==> src/design/stes_pkg.sv <==
// types and constants shared by the stump threshold error scan
`timescale 1ns / 1ps
package stes_pkg;

  localparam int KEY_W = 32;
  localparam int WEIGHT_W = 16;
  localparam int SUM_W = 24;
  localparam int ERR_W = 27;
  localparam int ADDR_W = 3;
  localparam int DATA_W = 32;

  localparam logic [SUM_W-1:0] SUM_MAX = {SUM_W{1'b1}};
  localparam logic [SUM_W-1:0] TOTAL_RESET = 24'h010000;

  typedef enum logic [0:0] {
    REG_POSITIVE_TOTAL = 1'b0
  } reg_index_t;

  typedef struct packed {
    logic [KEY_W-1:0] feature_key;
    logic [WEIGHT_W-1:0] weight;
    logic label_positive;
    logic first_of_scan;
  } item_t;

  typedef struct packed {
    logic signed [ERR_W-1:0] error;
    logic polarity_negative;
  } result_t;

endpackage

==> src/design/stump_threshold_error_scan.sv <==
// decision stump weighted error scan: input stage, error logic, result stage
//
//  channel  | signals                            | direction
//  ---------+------------------------------------+----------
//  item     | item_valid, item_ready, item       | in
//  result   | result_valid, result_ready, result | out
//  config   | psel, penable, pwrite, paddr,      | apb
//           | pwdata, prdata, pready             |
//
// one item per cycle sustained while result_ready stays high; an item passes through
// the input register, then the result register, where its result is valid.
// the running sums and tie memory update when an item moves into the result
// register, so each item sees all earlier items.
// rst (synchronous) clears sums, tie memory and both stages; total goes to 1.0.
// a stall on result backs up through the input register to item_ready.
`timescale 1ns / 1ps
module stump_threshold_error_scan #(
  parameter int FRAC_BITS = 16
) (
  input  logic clk,
  input  logic rst,
  input  logic item_valid,
  output logic item_ready,
  input  stes_pkg::item_t item,
  output logic result_valid,
  input  logic result_ready,
  output stes_pkg::result_t result,
  input  logic psel,
  input  logic penable,
  input  logic pwrite,
  input  logic [stes_pkg::ADDR_W-1:0] paddr,
  input  logic [stes_pkg::DATA_W-1:0] pwdata,
  output logic [stes_pkg::DATA_W-1:0] prdata,
  output logic pready
);
  import stes_pkg::*;

  // wide enough for 2^FRAC_BITS and the full pre-fold error range, plus sign
  localparam int CW = ((FRAC_BITS > SUM_W + 1) ? FRAC_BITS : SUM_W + 1) + 3;
  localparam logic signed [CW-1:0] ONE = CW'(1) << FRAC_BITS;
  localparam logic signed [CW-1:0] HALF = ONE >>> 1;

  logic [SUM_W-1:0] positive_total;
  logic [SUM_W-1:0] positive_sum;
  logic [SUM_W-1:0] negative_sum;
  logic [KEY_W-1:0] prev_key;
  logic signed [ERR_W-1:0] prev_error;
  logic prev_polarity;
  logic prev_valid;

  logic stage_valid;
  item_t stage_item;

  logic adv;
  logic cfg_write;
  logic [SUM_W-1:0] psum_eff;
  logic [SUM_W-1:0] nsum_eff;
  logic tie_hit;
  logic signed [CW-1:0] err_raw;
  logic signed [CW-1:0] err_sel;
  logic pol_sel;
  logic [SUM_W:0] add_sum;
  logic [SUM_W-1:0] sat_sum;
  result_t result_next;

  assign pready = 1'b1;
  assign cfg_write = psel && penable && pwrite
                     && (reg_index_t'(paddr[ADDR_W-1]) == REG_POSITIVE_TOTAL);

  always_comb begin
    prdata = '0;
    if (reg_index_t'(paddr[ADDR_W-1]) == REG_POSITIVE_TOTAL) begin
      prdata = {{(DATA_W-SUM_W){1'b0}}, positive_total};
    end
  end

  always_ff @(posedge clk) begin
    if (rst) begin
      positive_total <= TOTAL_RESET;
    end else if (cfg_write) begin
      positive_total <= pwdata[SUM_W-1:0];
    end
  end

  assign adv = stage_valid && (!result_valid || result_ready);
  assign item_ready = !stage_valid || adv;

  always_ff @(posedge clk) begin
    if (rst) begin
      stage_valid <= 1'b0;
    end else if (item_ready) begin
      stage_valid <= item_valid;
    end
  end

  always_ff @(posedge clk) begin
    if (item_valid && item_ready) begin
      stage_item <= item;
    end
  end

  // first of scan clears sums and tie memory ahead of this item
  assign psum_eff = stage_item.first_of_scan ? '0 : positive_sum;
  assign nsum_eff = stage_item.first_of_scan ? '0 : negative_sum;
  assign tie_hit = !stage_item.first_of_scan && prev_valid
                   && (stage_item.feature_key == prev_key);

  always_comb begin
    err_raw = $signed({{(CW-SUM_W){1'b0}}, positive_total})
              - $signed({{(CW-SUM_W){1'b0}}, psum_eff})
              + $signed({{(CW-SUM_W){1'b0}}, nsum_eff});
    if (err_raw <= HALF) begin
      err_sel = err_raw;
      pol_sel = 1'b0;
    end else begin
      err_sel = ONE - err_raw;
      pol_sel = 1'b1;
    end
    if (tie_hit) begin
      result_next.error = prev_error;
      result_next.polarity_negative = prev_polarity;
    end else begin
      result_next.error = err_sel[ERR_W-1:0];
      result_next.polarity_negative = pol_sel;
    end
  end

  // saturating add of the weight into the sum named by the label
  always_comb begin
    if (stage_item.label_positive) begin
      add_sum = {1'b0, psum_eff} + {{(SUM_W+1-WEIGHT_W){1'b0}}, stage_item.weight};
    end else begin
      add_sum = {1'b0, nsum_eff} + {{(SUM_W+1-WEIGHT_W){1'b0}}, stage_item.weight};
    end
    sat_sum = add_sum[SUM_W] ? SUM_MAX : add_sum[SUM_W-1:0];
  end

  always_ff @(posedge clk) begin
    if (rst) begin
      positive_sum <= '0;
      negative_sum <= '0;
      prev_key <= '0;
      prev_error <= '0;
      prev_polarity <= 1'b0;
      prev_valid <= 1'b0;
    end else if (adv) begin
      positive_sum <= stage_item.label_positive ? sat_sum : psum_eff;
      negative_sum <= stage_item.label_positive ? nsum_eff : sat_sum;
      prev_key <= stage_item.feature_key;
      prev_error <= result_next.error;
      prev_polarity <= result_next.polarity_negative;
      prev_valid <= 1'b1;
    end
  end

  always_ff @(posedge clk) begin
    if (rst) begin
      result_valid <= 1'b0;
    end else if (adv) begin
      result_valid <= 1'b1;
    end else if (result_ready) begin
      result_valid <= 1'b0;
    end
  end

  always_ff @(posedge clk) begin
    if (adv) begin
      result <= result_next;
    end
  end

  a_adv_fills_result: assert property (@(posedge clk) disable iff (rst)
    adv |=> result_valid)
    else $error("result register not loaded after stage transfer");

  a_tie_repeats: assert property (@(posedge clk) disable iff (rst)
    adv && tie_hit |=> (result.error == $past(prev_error))
                       && (result.polarity_negative == $past(prev_polarity)))
    else $error("tied key did not repeat previous result");

  a_empty_stage_ready: assert property (@(posedge clk) disable iff (rst)
    !stage_valid |-> item_ready)
    else $error("empty input stage refused a transfer");

  a_tie_memory_set: assert property (@(posedge clk) disable iff (rst)
    adv |=> prev_valid && (prev_key == $past(stage_item.feature_key)))
    else $error("tie memory not updated");

endmodule

==> config.mk <==
export PLATFORM = sky130hd
export DESIGN_NAME = stump_threshold_error_scan
export DESIGN_NICKNAME = d
export VERILOG_FILES = /design/src/design/stes_pkg.sv /design/src/design/stump_threshold_error_scan.sv
export SDC_FILE = /design/constraint.sdc
export NUM_CORES = 1
export LEC_CHECK = 0
export BUFFER_PORTS_ARGS = -buffer_cell sky130_fd_sc_hd__buf_2
export CAP_MARGIN = 20
export CORE_UTILIZATION = 55
export CTS_BUF_LIST = sky130_fd_sc_hd__clkbuf_8
export DETAILED_ROUTE_END_ITERATION = 16
export PLACE_DENSITY = 0.79
export SYNTH_ARGS = -nofsm -noshare
export SYNTH_HDL_FRONTEND = slang
export SYNTH_SLANG_ARGS = --single-unit
==> constraint.sdc <==
create_clock -name clk -period 6.5 [get_ports clk]
set_clock_uncertainty 0.05 [all_clocks]
set_input_delay 0.325 -clock clk [delete_from_list [all_inputs] [get_ports clk]]
set_output_delay 0.325 -clock clk [all_outputs]
set_load 0.05 [all_outputs]
# Yosys cells after proc, flatten, opt, wreduce, memory -nomap -nowiden
# Index checks and enable logic that the tools add are counted.
# W data, S select, Z words.
[totals]
regBits = 213
inputBits = 92
output_inout_bits = 63
[op_classes]
bitwise_logic = 1
n_lt_le_gt_ge = 1
n_reduce_logical = 13
n_mux = 12
addsub = 5
n_eq_ne = 1
[op_table]
columns = ["op", "n"]
rows = [
  ["$mux W24", 6],
  ["$add A24 B16 Y25", 2],
  ["$eq A32 B32 Y1", 1],
  ["$mux W28", 1],
  ["$mux W27", 1],
  ["$sub A18 B26 Y27 const A", 1],
  ["$add A25 B25 Y26", 1],
  ["$le A26 B17 Y1 const B", 1],
  ["$mux W25", 1],
  ["$sub A24 B24 Y25", 1],
  ["$logic_and A1 B1 Y1", 7],
  ["$logic_not A1 Y1", 3],
  ["$mux W1", 3],
  ["$logic_or A1 B1 Y1", 2],
  ["$reduce_bool A2 Y1", 1],
  ["$not A1 Y1", 1],
]

# Logic depth before layout (Yosys ltp)
[depth]
ltp_word = 6
mapped_depth = 29
mapped_depth_nobuf = 25

# Worst setup path after synthesis
# No wires, ideal clock.
[synth_path]
kind = "register -> register"
from = "register stage_item[0] (netlist name)"
to = "register result[9] (netlist name) (data pin)"
period_less_slack_ns = 6.069
stages_incl_launch_ff = 26
t_required_ns = 6.190
arrival_ns = 5.759
path_slack_ns = 0.431
path_cell_list = "edfxtp_1 -> clkbuf_1 -> clkbuf_1 -> clkbuf_1 -> clkbuf_1 -> nand2b_1 -> ha_1 -> a2111oi_0 -> a211o_1 -> a21oi_1 -> o21ai_0 -> nand2b_1 -> a21o_1 -> a21oi_1 -> xnor2_1 -> ha_1 -> a21oi_1 -> o21ai_0 -> or4_4 -> a22oi_4 -> nand4bb_4 -> o31ai_4 -> buf_6 -> a21oi_1 -> xnor2_1 -> mux2_2"
[synth_rtl]
columns = ["element", "line_no", "text"]
rows = [
  ["from (decl)", "stump_threshold_error_scan.sv:52", "item_t stage_item;"],
  ["from (signal assigned)", "stump_threshold_error_scan.sv:98", "stage_item <= item;"],
  ["to (signal assigned)", "stump_threshold_error_scan.sv:168", "result <= result_next;"],
  ["to (decl)", "stump_threshold_error_scan.sv:27", "output stes_pkg::result_t result,"],
]

==> reports/summary.json <==
{
  "drt": {
    "final_antenna_net_count": 0,
    "wirelength_um": 32000,
    "post_drt_via_cell_ratio": 5.63,
    "first_iter_violations": 887,
    "num_vias": 11100,
    "post-route-drc-count": 0,
    "wire_per_inst_um": 16.2,
    "drtPass1Iterations": 5
  },
  "floorplan": {
    "floorplan.die.height_um": 154,
    "die_width_um": 154,
    "pin_count": 155,
    "floorplan.initialDensity": 0.562,
    "core_area_um2": 22700,
    "std_cell_rows": 55,
    "die_area_um2": 23800
  },
  "grt": {
    "grt_first_pass_wirelength_um": 51100,
    "number_of_antenna_violations_at_the_first_check_in_global_routing": 0,
    "first_global_vias": 10500,
    "grt.overflow.total": 0,
    "maximum_number_of_pins_on_one_net_before_global_route_repair": 82,
    "grt_use_total": 0.266
  },
  "worst_setup_path": {
    "worst_r2r_start": "stage_item[0]",
    "crit_path_end_kind": "flop",
    "critical_path_arrival_ns": 6.36,
    "critical_path.top_delay_family": "compound AO/OA/AOI/OAI gates",
    "ff2ff_setup_slack_ns": 0.48,
    "cp_slowest_stage_delay_ns": 0.57,
    "cp_cell_sequence": "nand2b_1 -> ha_1 -> nor2b_1 -> o21a_1 -> o21ai_0 -> a211o_1 -> a21oi_1 -> o21ai_0 -> a21oi_1 -> o41a_1 -> xor2_1 -> ha_1 -> inv_1 -> a21oi_1 -> o21ai_0 -> nor3_1 -> a211oi_1 -> o211ai_1 -> nand4bb_4 -> nor4_2 -> a2111oi_0 -> nor3_1 -> mux2_2",
    "timing.critical_path.buf_inv": 1,
    "r2r_cells": 23,
    "timing.setup.critical_path_class": "reg2reg",
    "critical_path_required_ns": 6.84,
    "r2r-end": "result[16]",
    "crit_path_max_fanout": 15,
    "worst_setup_path_start_kind": "flop",
    "cpMaxStageDelayCell": "edfxtp_1"
  },
  "min_path": {
    "worstHoldEndpoint": "result_valid",
    "timing.hold.worst.class": "in2reg",
    "worst_hold_path.num_cells": 4,
    "hold_path.startpoint": "result_ready"
  },
  "yosys": {
    "postSynthRegisterBits": 213,
    "most_common_flop_cell_mapped_by_yosys": "dfxtp_1",
    "synth_enable_flop_cells": 78,
    "synth_seq_area_share": 0.396,
    "yosys.cell_types.count": 87,
    "postSynthCellCount": 1468,
    "synthesis.area_um2": 12800,
    "yosys_warnings": 0,
    "postSynthAreaPerCell_um2": 8.69,
    "synth-async-reset-ratio": 0
  },
  "place": {
    "buffer_ports.inserted": 135,
    "hpwlAfterDp_um": 22000,
    "globalplace.congestion": 0.903
  },
  "cts": {
    "clockRootBuffer": "clkbuf_8",
    "tritoncts.num_buffers": 36,
    "clock_path_buffers": 3,
    "tritoncts_num_sinks": 213,
    "tritoncts": "yes",
    "clkLatencyLatePin_ns": 0.53,
    "clk_pin_slew_ns": 0.06,
    "htree_num_levels": 2
  },
  "pwr": {
    "p_per_area_nw_per_um2": 243,
    "cellLeakagePower_nw": 6.30,
    "net-switching-power_mw": 1.20,
    "power.combinational.fraction": 0.284,
    "report.power.total_mw": 3.65,
    "clock_power_share": 0.295,
    "cell_internal_pwr_mw": 2.45,
    "netSwitchingFraction": 0.329,
    "power_share_of_the_sequential_group": 0.421,
    "vdd_ir_max_uv": 154
  },
  "sta": {
    "final_max_slew_viol_count": 0,
    "timing.final.setup_violations": 0,
    "number_of_endpoints_with_negative_hold_slack_in_the_final_report": 0,
    "relSlewSlack": 0.265,
    "finalWorstPathRequiredPeriod_ns": 6.02,
    "timing.fmax_mhz": 166,
    "worst-slew-pin-transition_ns": 1.10,
    "unrepaired_setup_endpoints_after_global_routing": "false",
    "final.setup.tns_ns": 0,
    "timing.final.crit_share": 0.926
  },
  "finish": {
    "drive_above_1_share": 0.152,
    "utilization": 0.662,
    "growth_of_design_area_from_synthesis_to_finish_pct": 17.8,
    "n_antenna_cell": 0,
    "design.final.nets": 1828
  },
  "job": {
    "max_cap_violations": 0
  },
  "run_status": {
    "status": "finished clean"
  }
}
## layout make-up
type / instances / area [um^2]
Clock buffer: 37 / 509
Clock inverter: 28 / 121
Fill cell: 1806 / 7680
Inverter: 34 / 128
Multi-Input combinational cell: 1154 / 7290
Sequential cell: 213 / 5040
Tap cell: 285 / 357
Timing Repair Buffer: 227 / 1580
## worst max-delay path by stage
stage / to / cells after the start / startpoint
after global placement: result[5] / 20 / stage_item[0]
after CTS: result[5] / 20 / stage_item[0]
after floorplan: result[9] / 25 / stage_item[0]
final: result[16] / 23 / stage_item[0]
after detailed placement: result[5] / 20 / stage_item[0]
after global routing: result[16] / 24 / stage_item[0]
## placed cells by master (no fill, tap or decap), types with 8 or more instances in the layout
| master | n |
|---|---|
| a21oi_1 | 143 |
| o21ba_2 | 13 |
| dfxtp_1 | 135 |
| nand3_1 | 21 |
| buf_2 | 135 |
| nor3_1 | 21 |
| conb_1 | 9 |
| nor2_1 | 100 |
| ha_1 | 67 |
| o21ai_0 | 107 |
| nand2b_1 | 36 |
| buf_4 | 15 |
| edfxtp_1 | 78 |
| nand2_1 | 234 |
| nor4_1 | 14 |
| xnor2_1 | 42 |
| dlygate4sd3_1 | 75 |
| and2_1 | 8 |
| a21o_1 | 37 |
| a211oi_1 | 11 |
| nand4_1 | 9 |
| mux2_2 | 24 |
| inv_1 | 48 |
| nor2b_1 | 56 |
| clkbuf_8 | 37 |
| xor2_1 | 58 |
## repair_timing
action,in CTS,in global routing
buffers inserted,0,1
gates resized for setup,0,2
endpoints found under the setup margin,0,14
hold buffers,75,0
endpoints found under the hold margin,75,0
## stage by stage
stage	cell area (um^2)	worst slack, ns	instances	hold WS, ns
6_report	15000	0.479	1978	0.0668
3_5_place_dp	13600	0.362	1837	0.384
3_3_place_gp	13600	0.468	1836	0.377
4_1_cts	15000	0.329	1977	0.0365
5_1_grt	15000	0.0490	1978	0.0920
2_1_floorplan	12800	0.431	1475	0.367
## kinds of logic after synthesis
kind of cell / Yosys count / synth area share
other: 2 / 0.000589
DFF: 213 / 0.396
and+or+nand+nor: 542 / 0.202
adders and majority gates: 70 / 0.0704
muxes: 27 / 0.0235
buffers and inverters: 108 / 0.0354
AOI/OAI and AO/OA: 405 / 0.202
xor gates and xnor gates: 101 / 0.0699
## cell usage after synthesis (24+ instances only)
library cell / n / share of area
a21o_1: 37 / 0.022
mux2_2: 24 / 0.021
nand2_1: 234 / 0.069
o21ai_0: 107 / 0.042
nand2b_1: 36 / 0.018
nor2b_1: 56 / 0.027
a21oi_1: 143 / 0.056
ha_1: 67 / 0.066
edfxtp_1: 78 / 0.18
inv_1: 33 / 0.0097
clkbuf_1: 56 / 0.016
nor2_1: 100 / 0.029
xor2_1: 58 / 0.040
xnor2_1: 42 / 0.029
dfxtp_1: 135 / 0.21
## state kept, by name, indices dropped and copies added, names as in the netlist, 24 cells and up
| register | flops |
|---|---|
| negative_sum | 24 |
| positive_sum | 24 |
| positive_total | 24 |
| prev_error | 27 |
| prev_key | 32 |
| result | 28 |
| stage_item | 50 |
## metal layers
layer	vias up	wire [um]	global-route usage
li1	5587	-	-
met1	5160	14600	0.347
met2	310	14600	0.437
met3	70	1620	0.0423
met4	0	1100	0.114
met5	-	0	0
## tightest hold or removal path, cell delays in order
cell	delay (ns)
buf_2	0.08
nor2b_1	0.05
nor2_1	0.09
nor2_1	0.04
## power by group through the flow
stage,Clock (mW),Combinational (mW),Sequential [mW]
2_1_floorplan,0,0.685,1.65
3_3_place_gp,0,0.955,1.56
3_5_place_dp,0,0.974,1.57
4_1_cts,1.10,1.02,1.54
5_1_grt,1.15,1.13,1.54
6_report,1.08,1.04,1.54
(Power assumes the default switching activity.)
